$ cat config.mk
export PLATFORM = sky130hd
export DESIGN_NAME = longest_valley_and_peak_run_core
export DESIGN_NICKNAME = d
export VERILOG_FILES = /design/src/hw/rtl/lvpr_pkg.sv /design/src/hw/rtl/lvpr_tracker.sv /design/src/hw/rtl/longest_valley_and_peak_run_core.sv
export SDC_FILE = /design/constraint.sdc
export NUM_CORES = 1
export LEC_CHECK = 0
export BUFFER_PORTS_ARGS = -buffer_cell sky130_fd_sc_hd__buf_4
export CORE_ASPECT_RATIO = 0.7
export CORE_MARGIN = 8
export CORE_UTILIZATION = 30
export CTS_CLUSTER_SIZE = 10
export DETAILED_ROUTE_END_ITERATION = 7
export PLACE_DENSITY = 0.52
export SYNTH_ARGS = -nofsm -noshare
export SYNTH_HDL_FRONTEND = slang
export SYNTH_HIERARCHICAL = 1
export SYNTH_SLANG_ARGS = --single-unit
$ cat constraint.sdc
create_clock -name clock -period 7 [get_ports clock]
set_input_delay 0 -clock clock [delete_from_list [all_inputs] [get_ports clock]]
set_output_delay 0 -clock clock [all_outputs]
set_load 0.005 [all_outputs]
$ cat src/hw/rtl/lvpr_pkg.sv
// Shared types and constants for the longest valley and peak run core.
`timescale 1ns / 1ps

package lvpr_pkg;

   localparam int SAMPLE_BITS = 16;
   localparam int INDEX_BITS  = 16;
   localparam int LENGTH_BITS = INDEX_BITS + 1;

   typedef struct packed {
      logic signed [SAMPLE_BITS-1:0] sample;
      logic                          last;
   } req_item_type;

   typedef struct packed {
      logic                   valley_found;
      logic [LENGTH_BITS-1:0] valley_length;
      logic [INDEX_BITS-1:0]  valley_first;
      logic [INDEX_BITS-1:0]  valley_final;
      logic                   peak_found;
      logic [LENGTH_BITS-1:0] peak_length;
      logic [INDEX_BITS-1:0]  peak_first;
      logic [INDEX_BITS-1:0]  peak_final;
      logic                   too_long;
   } rsp_item_type;

endpackage

$ cat src/hw/rtl/lvpr_tracker.sv
// Run tracker: sequence state, one sample per step, and the summary it builds.
`timescale 1ns / 1ps

module lvpr_tracker (
   input  logic                  clock,
   input  logic                  reset,
   input  logic                  step,
   input  lvpr_pkg::req_item_type item,
   output lvpr_pkg::rsp_item_type summary
);
   import lvpr_pkg::*;

   typedef struct packed {
      logic signed [SAMPLE_BITS-1:0] previous_sample;
      logic                          have_previous;
      logic [LENGTH_BITS-1:0]        position;
      logic [INDEX_BITS-1:0]         fall_steps;
      logic [INDEX_BITS-1:0]         rise_steps;
      logic [INDEX_BITS-1:0]         valley_begin;
      logic [INDEX_BITS-1:0]         peak_rise_steps;
      logic [INDEX_BITS-1:0]         peak_fall_steps;
      logic [INDEX_BITS-1:0]         peak_begin;
      logic [LENGTH_BITS-1:0]        best_valley_length;
      logic [INDEX_BITS-1:0]         best_valley_first;
      logic [INDEX_BITS-1:0]         best_valley_final;
      logic [LENGTH_BITS-1:0]        best_peak_length;
      logic [INDEX_BITS-1:0]         best_peak_first;
      logic [INDEX_BITS-1:0]         best_peak_final;
      logic                          overflowed;
   } track_state_type;

   track_state_type state_ff;
   track_state_type state_in;
   track_state_type nxt;

   logic [INDEX_BITS-1:0]  idx;
   logic [INDEX_BITS-1:0]  steps_up;
   logic [LENGTH_BITS-1:0] run_len;

   always_comb begin
      nxt      = state_ff;
      idx      = state_ff.position[INDEX_BITS-1:0];
      steps_up = '0;
      run_len  = '0;
      // position has reached the maximum once its top bit is set
      if (state_ff.position[LENGTH_BITS-1]) begin
         nxt.overflowed = 1'b1;
      end else begin
         if (state_ff.have_previous) begin
            if (item.sample < state_ff.previous_sample) begin
               if (state_ff.rise_steps != '0 || state_ff.fall_steps == '0) begin
                  nxt.valley_begin = idx - INDEX_BITS'(1);
                  nxt.fall_steps   = INDEX_BITS'(1);
                  nxt.rise_steps   = '0;
               end else begin
                  nxt.fall_steps = state_ff.fall_steps + INDEX_BITS'(1);
               end
               if (state_ff.peak_rise_steps != '0) begin
                  steps_up            = state_ff.peak_fall_steps + INDEX_BITS'(1);
                  nxt.peak_fall_steps = steps_up;
                  run_len = LENGTH_BITS'(state_ff.peak_rise_steps)
                          + LENGTH_BITS'(steps_up) + LENGTH_BITS'(1);
                  if (run_len > state_ff.best_peak_length) begin
                     nxt.best_peak_length = run_len;
                     nxt.best_peak_first  = state_ff.peak_begin;
                     nxt.best_peak_final  = idx;
                  end
               end
            end else if (item.sample > state_ff.previous_sample) begin
               if (state_ff.peak_fall_steps != '0 || state_ff.peak_rise_steps == '0) begin
                  nxt.peak_begin      = idx - INDEX_BITS'(1);
                  nxt.peak_rise_steps = INDEX_BITS'(1);
                  nxt.peak_fall_steps = '0;
               end else begin
                  nxt.peak_rise_steps = state_ff.peak_rise_steps + INDEX_BITS'(1);
               end
               if (state_ff.fall_steps != '0) begin
                  steps_up       = state_ff.rise_steps + INDEX_BITS'(1);
                  nxt.rise_steps = steps_up;
                  run_len = LENGTH_BITS'(state_ff.fall_steps)
                          + LENGTH_BITS'(steps_up) + LENGTH_BITS'(1);
                  if (run_len > state_ff.best_valley_length) begin
                     nxt.best_valley_length = run_len;
                     nxt.best_valley_first  = state_ff.valley_begin;
                     nxt.best_valley_final  = idx;
                  end
               end
            end else begin
               // equal pair breaks both runs
               nxt.fall_steps      = '0;
               nxt.rise_steps      = '0;
               nxt.peak_rise_steps = '0;
               nxt.peak_fall_steps = '0;
            end
         end
         nxt.previous_sample = item.sample;
         nxt.have_previous   = 1'b1;
         nxt.position        = state_ff.position + LENGTH_BITS'(1);
      end
   end

   always_comb begin
      state_in = state_ff;
      if (step) begin
         state_in = item.last ? '0 : nxt;
      end
   end

   always_ff @(posedge clock) begin
      if (reset) begin
         state_ff <= '0;
      end else begin
         state_ff <= state_in;
      end
   end

   always_comb begin
      summary.valley_found  = (nxt.best_valley_length != '0);
      summary.valley_length = nxt.best_valley_length;
      summary.valley_first  = nxt.best_valley_first;
      summary.valley_final  = nxt.best_valley_final;
      summary.peak_found    = (nxt.best_peak_length != '0);
      summary.peak_length   = nxt.best_peak_length;
      summary.peak_first    = nxt.best_peak_first;
      summary.peak_final    = nxt.best_peak_final;
      summary.too_long      = nxt.overflowed;
   end

endmodule

$ cat src/hw/rtl/longest_valley_and_peak_run_core.sv
// Top level: longest valley and longest peak over a stream of signed samples.
// Throughput: one sample item per clock unless stalled; tracker folds one per step.
// Path: a last item crosses the input register; its summary is registered for rsp_.
// Stalls: a last item waits in the input register while rsp_stall holds a result.
// Reset: synchronous, active high; clears both valid flags and all run state.
// After each last item all run state clears for the next sequence.
`timescale 1ns / 1ps

module longest_valley_and_peak_run_core (
   input  logic                   clock,
   input  logic                   reset,
   input  logic                   req_valid,
   output logic                   req_stall,
   input  lvpr_pkg::req_item_type req_item,
   output logic                   rsp_valid,
   input  logic                   rsp_stall,
   output lvpr_pkg::rsp_item_type rsp_item
);
   import lvpr_pkg::*;

   // Input register: holds one item until the tracker consumes it.
   logic         in_valid_ff;
   logic         in_valid_in;
   req_item_type in_item_ff;

   // Result register: one summary per sequence.
   logic         rsp_valid_ff;
   logic         rsp_valid_in;
   rsp_item_type rsp_item_ff;

   rsp_item_type summary;
   logic         req_take;
   logic         out_free;
   logic         advance;
   logic         emit;

   // The result register can take a new summary when empty or being drained.
   assign out_free  = !rsp_valid_ff || !rsp_stall;
   // Non-last items never wait on the output side.
   assign advance   = in_valid_ff && (!in_item_ff.last || out_free);
   assign emit      = advance && in_item_ff.last;
   assign req_stall = in_valid_ff && !advance;
   assign req_take  = req_valid && !req_stall;

   assign in_valid_in  = req_take ? 1'b1 : (advance ? 1'b0 : in_valid_ff);
   assign rsp_valid_in = emit ? 1'b1 : (rsp_stall ? rsp_valid_ff : 1'b0);

   lvpr_tracker u_tracker (
      .clock   (clock),
      .reset   (reset),
      .step    (advance),
      .item    (in_item_ff),
      .summary (summary)
   );

   always_ff @(posedge clock) begin
      if (reset) begin
         in_valid_ff  <= 1'b0;
         rsp_valid_ff <= 1'b0;
      end else begin
         in_valid_ff  <= in_valid_in;
         rsp_valid_ff <= rsp_valid_in;
      end
   end

   // Payload registers, no reset needed.
   always_ff @(posedge clock) begin
      if (req_take) begin
         in_item_ff <= req_item;
      end
      if (emit) begin
         rsp_item_ff <= summary;
      end
   end

   assign rsp_valid = rsp_valid_ff;
   assign rsp_item  = rsp_item_ff;

   // A result appears only after a last item left the input register.
   a_rsp_from_last: assert property (@(posedge clock) disable iff (reset)
      $rose(rsp_valid_ff) |-> $past(emit))
      else $error("result without a last item");

   // A waiting item stays put until the tracker takes it.
   a_in_hold: assert property (@(posedge clock) disable iff (reset)
      (in_valid_ff && !advance) |=> (in_valid_ff && $stable(in_item_ff)))
      else $error("input register lost a waiting item");

   // Found flags agree with the kept lengths.
   a_found_len: assert property (@(posedge clock) disable iff (reset)
      rsp_valid_ff |-> ((rsp_item_ff.valley_found == (rsp_item_ff.valley_length != '0))
                     && (rsp_item_ff.peak_found == (rsp_item_ff.peak_length != '0))))
      else $error("found flag and length disagree");

   // A kept peak always ends after it starts.
   a_run_order: assert property (@(posedge clock) disable iff (reset)
      (rsp_valid_ff && rsp_item_ff.peak_found) |->
         (rsp_item_ff.peak_final > rsp_item_ff.peak_first))
      else $error("peak ends before it starts");

endmodule

# Word level (Yosys, flattened, before mapping)
# Cells that the tools add are included.
# totals
ff_bits	349
out_inout_bits	103
word_cells	114
# classes
addsub	10
magnitude_cmp	4
eq_ne	8
muxes	28
reduce_logical	34
# op_table
cell	n
$mux W49	5
$mux W229	1
$mux W228	1
$mux W194	1
$mux W16	9
$mux W65	2
$mux W32	4
$add A16 B1 Y16 const B	4
$reduce_bool A16 Y1	4
$add A17 B1 Y17 const B	3
$add A16 B16 Y17	2
$gt A17 B17 Y1	2
$reduce_bool A17 Y1	2
$logic_not A16 Y1	2
$gt A16 B16 Y1	1
$lt A16 B16 Y1	1
$sub A16 B1 Y16 const B	1
$reduce_and A5 Y1	3
$reduce_bool A2 Y1	6
$ne A4 B3 Y1 const B	2
$reduce_and A4 Y1	2
$ne A3 B3 Y1 const B	2
$reduce_and A6 Y1	1
$logic_not A1 Y1	5
7 further kinds	18

# Longest topological paths before layout
# depth
ltp_word	11
depth_mapped	25

# Hierarchy
# Netlist, hierarchy kept.
# by_module_without_submodules
module	instances	cells_each	area_per_inst_um2
lvpr_tracker	1	1712	14272.4
longest_valley_and_peak_run_core	1	131	3636.0

# Worst setup path before layout
# OpenSTA, ideal clock, no wires.
# synth_path
path_type	reg2reg
from	reg in_item_ff[0] (netlist name)
to	reg rsp_item_ff (netlist bit rsp_item[0]), enable pin
setup_ps	594
arrival_time_ps	5332
t_required_ps	6406
path_slack_ps	1074
stages_incl_launch_ff	3
period_less_slack_ps	5926
path_cell_list	edfxtp_1 > nand2_1 > a21oi_1
# synth_between
elab_chain_len	4
# synth_rtl
element	line_no	rtl
start: declaration	longest_valley_and_peak_run_core.sv:24	req_item_type in_item_ff;
start signal: assignment	longest_valley_and_peak_run_core.sv:69	in_item_ff <= req_item;
$logic_not A1 Y1	longest_valley_and_peak_run_core.sv:40	assign advance = in_valid_ff && (!in_item_ff.last || out_free);
$logic_or A1 B1 Y1	longest_valley_and_peak_run_core.sv:40	
$logic_and A1 B1 Y1	longest_valley_and_peak_run_core.sv:40	
$logic_and A1 B1 Y1 *	longest_valley_and_peak_run_core.sv:41	assign emit = advance && in_item_ff.last;
net emit	longest_valley_and_peak_run_core.sv:35	logic emit;
end signal: assignment	longest_valley_and_peak_run_core.sv:72	rsp_item_ff <= summary;
end: declaration	longest_valley_and_peak_run_core.sv:29	rsp_item_type rsp_item_ff;
# Mark *: on every way through the listed nets, which the timed path passes. The rest lies on a longest branch.
# A chain may end at the register's enable or synchronous reset.

==> summary.md <==
| Metric | Value |
|---|---|
| Warnings from Yosys | `6` |
| Sequential fraction of the synthesis area | `0.456` |
| Setup fix buffers added after clock tree synthesis | `0` |
| Global routing usage on met1 | `0.212` |
| Number of synthesized flops with an enable pin | `118` |
| Clock-pin slew of the registers on the worst-case setup and hold paths | `0.06 ns` |
| Final routed wire length divided by cell count | `17.3 um` |
| Setup total negative slack | `0 ns` |
| Final standard cell area without fillers | `21000 um2` |
| Initial Utilization | `0.301` |
| Pwr dens | `209 nW/um2` |
| Final period util | `0.899` |
| Chip Width | `308 um` |
| Sum of routed wire length over all layers | `48300 um` |
| Worst path required time | `7.28 ns` |
| Nets | `2069` |
| Estimated wirelength of the detail-placed design | `34000 um` |
| Area delta synth->final | `17.4%` |
| Count of maximum capacitance violations | `0` |
| Worst slew pin tran | `1.23 ns` |
| Cell types with the largest area share after synthesis | `sky130_fd_sc_hd__dfxtp_1 26%, sky130_fd_sc_hd__edfxtp_1 20%, sky130_fd_sc_hd__ha_1 6.7%, sky130_fd_sc_hd__nor2_1 4.8%, sky130_fd_sc_hd__a21oi_1 4.2%` |
| Maximum vdd drop | `0.000194 V` |
| DRC marker count from the first detailed-route iteration | `945` |
| Synth async-reset ratio | `0` |
| Clock tree from TritonCTS | `done` |
| Total number of vias | `13900` |
| Leakage power | `8.41 nW` |
| Proportion of layout cells with a drive suffix above 1 | `0.175` |
| Clock skew after layout | `0.0195 ns` |
| Die H | `220 um` |
| Longest Clk Path Bufs | `3` |
| Final Max Slew Viols | `0` |
| Int Pwr | `0.00338 W` |
| H-Tree Level Count | `2` |
| Ports | `124` |
| Count of port buffers added during placement | `123` |
| Data arrival time of the worst path | `6.57 ns` |
| Count of standard-cell rows | `75` |
| Mean cell area of the mapped netlist | `9.72 um2` |
| PnR worst setup slack | `0.708 ns` |
| Net switching power figure | `0.00102 W` |
| Part of the power in the clock network | `0.471` |
| Number of failing hold endpoints at the final stage | `0` |
| Yosys reg bits | `349` |
| Die Area | `67900 um2` |
| Post-synth top area cell | `sky130_fd_sc_hd__dfxtp_1` |
| Clock latency reported for the late side of the worst-skew pair | `0.55 ns` |
| Antenna Violating Nets Remaining | `0` |
| Aggregate global-route resource usage | `0.137` |
| Most congested layer reported by global routing | `met1` |
| Placer congestion estimate | `0.850` |
| Detailed-router iteration count before antenna repair | `6` |
| Number of antenna violations at the first check in global routing | `1` |
| Core area | `59500 um2` |
| Final worst path period need | `6.29 ns` |
| Area of placed instances | `19500 um2` |
| Combinational power share | `0.046` |
| Post-DR vias/cell | `4.97` |
| Grt ovf | `0` |
| Status | `completed` |
| Setup repair after global routing missed its margin | `false` |
| Maximum clock rate | `0.159 GHz` |
| Synthesized instance count | `1843` |
| Type of the worst setup path | `register to register` |
| Count of unique library cells instantiated by Yosys | `73` |
| Switching power as a share of total power | `0.231` |
| Sinks on the clock net | `349` |
| Kind of path behind the tightest hold check | `input port to register` |
| Area fraction of the dominant cell type after synthesis | `0.258` |
| Routing usage on met3 | `0.0314` |
| Share of power burned in registers | `0.482` |
| Wire length of the first global-routing pass | `75500 um` |
| Number of buffers inserted during clock tree synthesis | `42` |
| Clk Tree Root Cell | `sky130_fd_sc_hd__clkbuf_16` |
| Prevailing post-synth register cell | `sky130_fd_sc_hd__dfxtp_1` |
| Met2 Track Usage GR | `0.192` |
| Crit Path Max Fanout | `37` |
| Final routed DRC violation total | `0` |
| Net Count, Synth | `1962` |
| Vias in the first global route | `13200` |
| Area of the mapped netlist | `17900 um2` |
| Largest net degree at the start of global routing | `81` |
| Max-slew headroom at the worst pin | `0.172` |
| Element type at the critical path start | `register` |
| Dpl ws | `0.759 ns` |
| Final number of setup-violating endpoints | `0` |
| Type of element capturing the critical path | `register` |
flip-flops by register name (all words and copies together) (netlist names):
signal,count
u_tracker/state_ff,213
rsp_item,101
in_item_ff,17
u_tracker/idx,16
in_valid_ff,1
rsp_valid,1
path summary, 6_finish.rpt:
check,startpoint,to,slack (ns),cells after the start
setup / recovery,u_tracker/state_ff[163],rsp_item[100],0.71,21
hold / removal,req_item[13],in_item_ff[13],0.17,2
setup reg to reg,u_tracker/state_ff[163],rsp_item[100],0.71,21
hold reg to reg,u_tracker/state_ff[100],u_tracker/state_ff[100],0.45,2
cell usage after synthesis (23+ instances only):
master and count:
sky130_fd_sc_hd__dfxtp_1 231, sky130_fd_sc_hd__nor2_1 230, sky130_fd_sc_hd__a21oi_1 150, sky130_fd_sc_hd__edfxtp_1 118, sky130_fd_sc_hd__nand2_1 101, sky130_fd_sc_hd__ha_1 96
sky130_fd_sc_hd__inv_1 78, sky130_fd_sc_hd__nor2b_1 76, sky130_fd_sc_hd__clkbuf_1 68, sky130_fd_sc_hd__o21ai_0 59, sky130_fd_sc_hd__mux2_2 55, sky130_fd_sc_hd__nand3_1 54
sky130_fd_sc_hd__xor2_1 48, sky130_fd_sc_hd__xnor2_1 40, sky130_fd_sc_hd__and3_1 27, sky130_fd_sc_hd__nor2_2 27, sky130_fd_sc_hd__a21oi_2 26, sky130_fd_sc_hd__mux2_4 26
sky130_fd_sc_hd__a22oi_1 23
through the flow:
step                      total power [W]  hold slack [ns]  std cells   util
after floorplan                   0.00229           0.0691       1843      -
after global placement            0.00236            0.180       2693  0.328
after detailed placement          0.00236            0.180       2693  0.328
after CTS                         0.00447            0.142       2790  0.353
after global routing              0.00457            0.138       2791  0.354
final                             0.00440            0.169       2791  0.354
timing repair:
| action | CTS | global route |
|---|---|---|
| hold buffers | 21 | 0 |
| hold endpoints to repair | 87 | 0 |
| setup endpoints to repair | 0 | 0 |
| resized for setup | 0 | 0 |
layout make-up:
| cell class | count | area [um2] |
|---|---|---|
| Antenna cell | 1 | 2.50 |
| Clock buffer | 72 | 1250 |
| Clock inverter | 4 | 42.5 |
| Fill cell | 6041 | 38500 |
| Inverter | 78 | 293 |
| Multi-Input combinational cell | 1318 | 8990 |
| Sequential cell | 349 | 8170 |
| Tap cell | 808 | 1010 |
| Timing Repair Buffer | 161 | 1280 |
layout by cell type (no fill, tap or decap), types with 13 or more instances in the layout:
master                          count
sky130_fd_sc_hd__nor2b_1           75
sky130_fd_sc_hd__mux2_4            26
sky130_fd_sc_hd__nor3_1            14
sky130_fd_sc_hd__xnor2_1           40
sky130_fd_sc_hd__nand3_1           54
sky130_fd_sc_hd__and3_1            27
sky130_fd_sc_hd__nand2_1          101
sky130_fd_sc_hd__nor2_1           230
sky130_fd_sc_hd__dfxtp_1          231
sky130_fd_sc_hd__dlygate4sd3_1     21
sky130_fd_sc_hd__clkbuf_1          25
sky130_fd_sc_hd__inv_1             78
sky130_fd_sc_hd__nor3b_1           13
sky130_fd_sc_hd__mux2i_1           18
sky130_fd_sc_hd__xor2_1            48
sky130_fd_sc_hd__a21oi_2           26
sky130_fd_sc_hd__a22oi_1           23
sky130_fd_sc_hd__a21o_1            16
sky130_fd_sc_hd__o21ai_0           58
sky130_fd_sc_hd__a2bb2oi_1         21
sky130_fd_sc_hd__mux2_2            55
sky130_fd_sc_hd__nor4_1            21
sky130_fd_sc_hd__a21oi_1          149
sky130_fd_sc_hd__clkbuf_16         45
sky130_fd_sc_hd__ha_1              96
sky130_fd_sc_hd__buf_4            138
sky130_fd_sc_hd__nor2_2            27
sky130_fd_sc_hd__nand4_1           21
sky130_fd_sc_hd__edfxtp_1         118
kinds of logic after synthesis:
kind of cell / after synthesis / synth area share
simple gates: 653 / 0.183
xor+xnor: 88 / 0.0430
compound gates: 380 / 0.138
mux: 99 / 0.0664
fa+ha+maj: 98 / 0.0693
flops: 349 / 0.456
buf+inv: 176 / 0.0445
critical path: stages, from the launching register on:
cell,delay (ns)
sky130_fd_sc_hd__dfxtp_1,0.44
sky130_fd_sc_hd__ha_1,0.23
sky130_fd_sc_hd__nand3_1,0.15
sky130_fd_sc_hd__nor2_1,0.15
sky130_fd_sc_hd__xor2_1,0.10
sky130_fd_sc_hd__ha_1,0.23
sky130_fd_sc_hd__or4_1,0.52
sky130_fd_sc_hd__o21ai_0,0.12
sky130_fd_sc_hd__a2111oi_0,0.13
sky130_fd_sc_hd__or4_1,0.55
sky130_fd_sc_hd__a31o_2,0.25
sky130_fd_sc_hd__a21oi_1,0.18
sky130_fd_sc_hd__xnor2_1,0.15
sky130_fd_sc_hd__ha_1,0.32
sky130_fd_sc_hd__nand3_1,0.09
sky130_fd_sc_hd__nor3_1,0.33
sky130_fd_sc_hd__a31oi_1,0.21
sky130_fd_sc_hd__a211oi_4,0.41
sky130_fd_sc_hd__and2_4,0.60
sky130_fd_sc_hd__mux2_2,0.43
sky130_fd_sc_hd__nor3_1,0.27
sky130_fd_sc_hd__nand4b_1,0.13
layer usage:
layer  wire (um)  up-vias
li1            -     6765
met1       25400     6660
met2       19000      384
met3        3280       51
met4         700        0
met5           0        -
power by group through the flow:
stage                     sequential, W  combinational (W)  clock [W]
after floorplan                 0.00216           0.000123          0
after global placement          0.00216           0.000194          0
after detailed placement        0.00216           0.000196          0
after CTS                       0.00212           0.000206    0.00214
after global routing            0.00212           0.000225    0.00222
final                           0.00212           0.000204    0.00207
No activity file was read; power rests on OpenSTA's default activity.
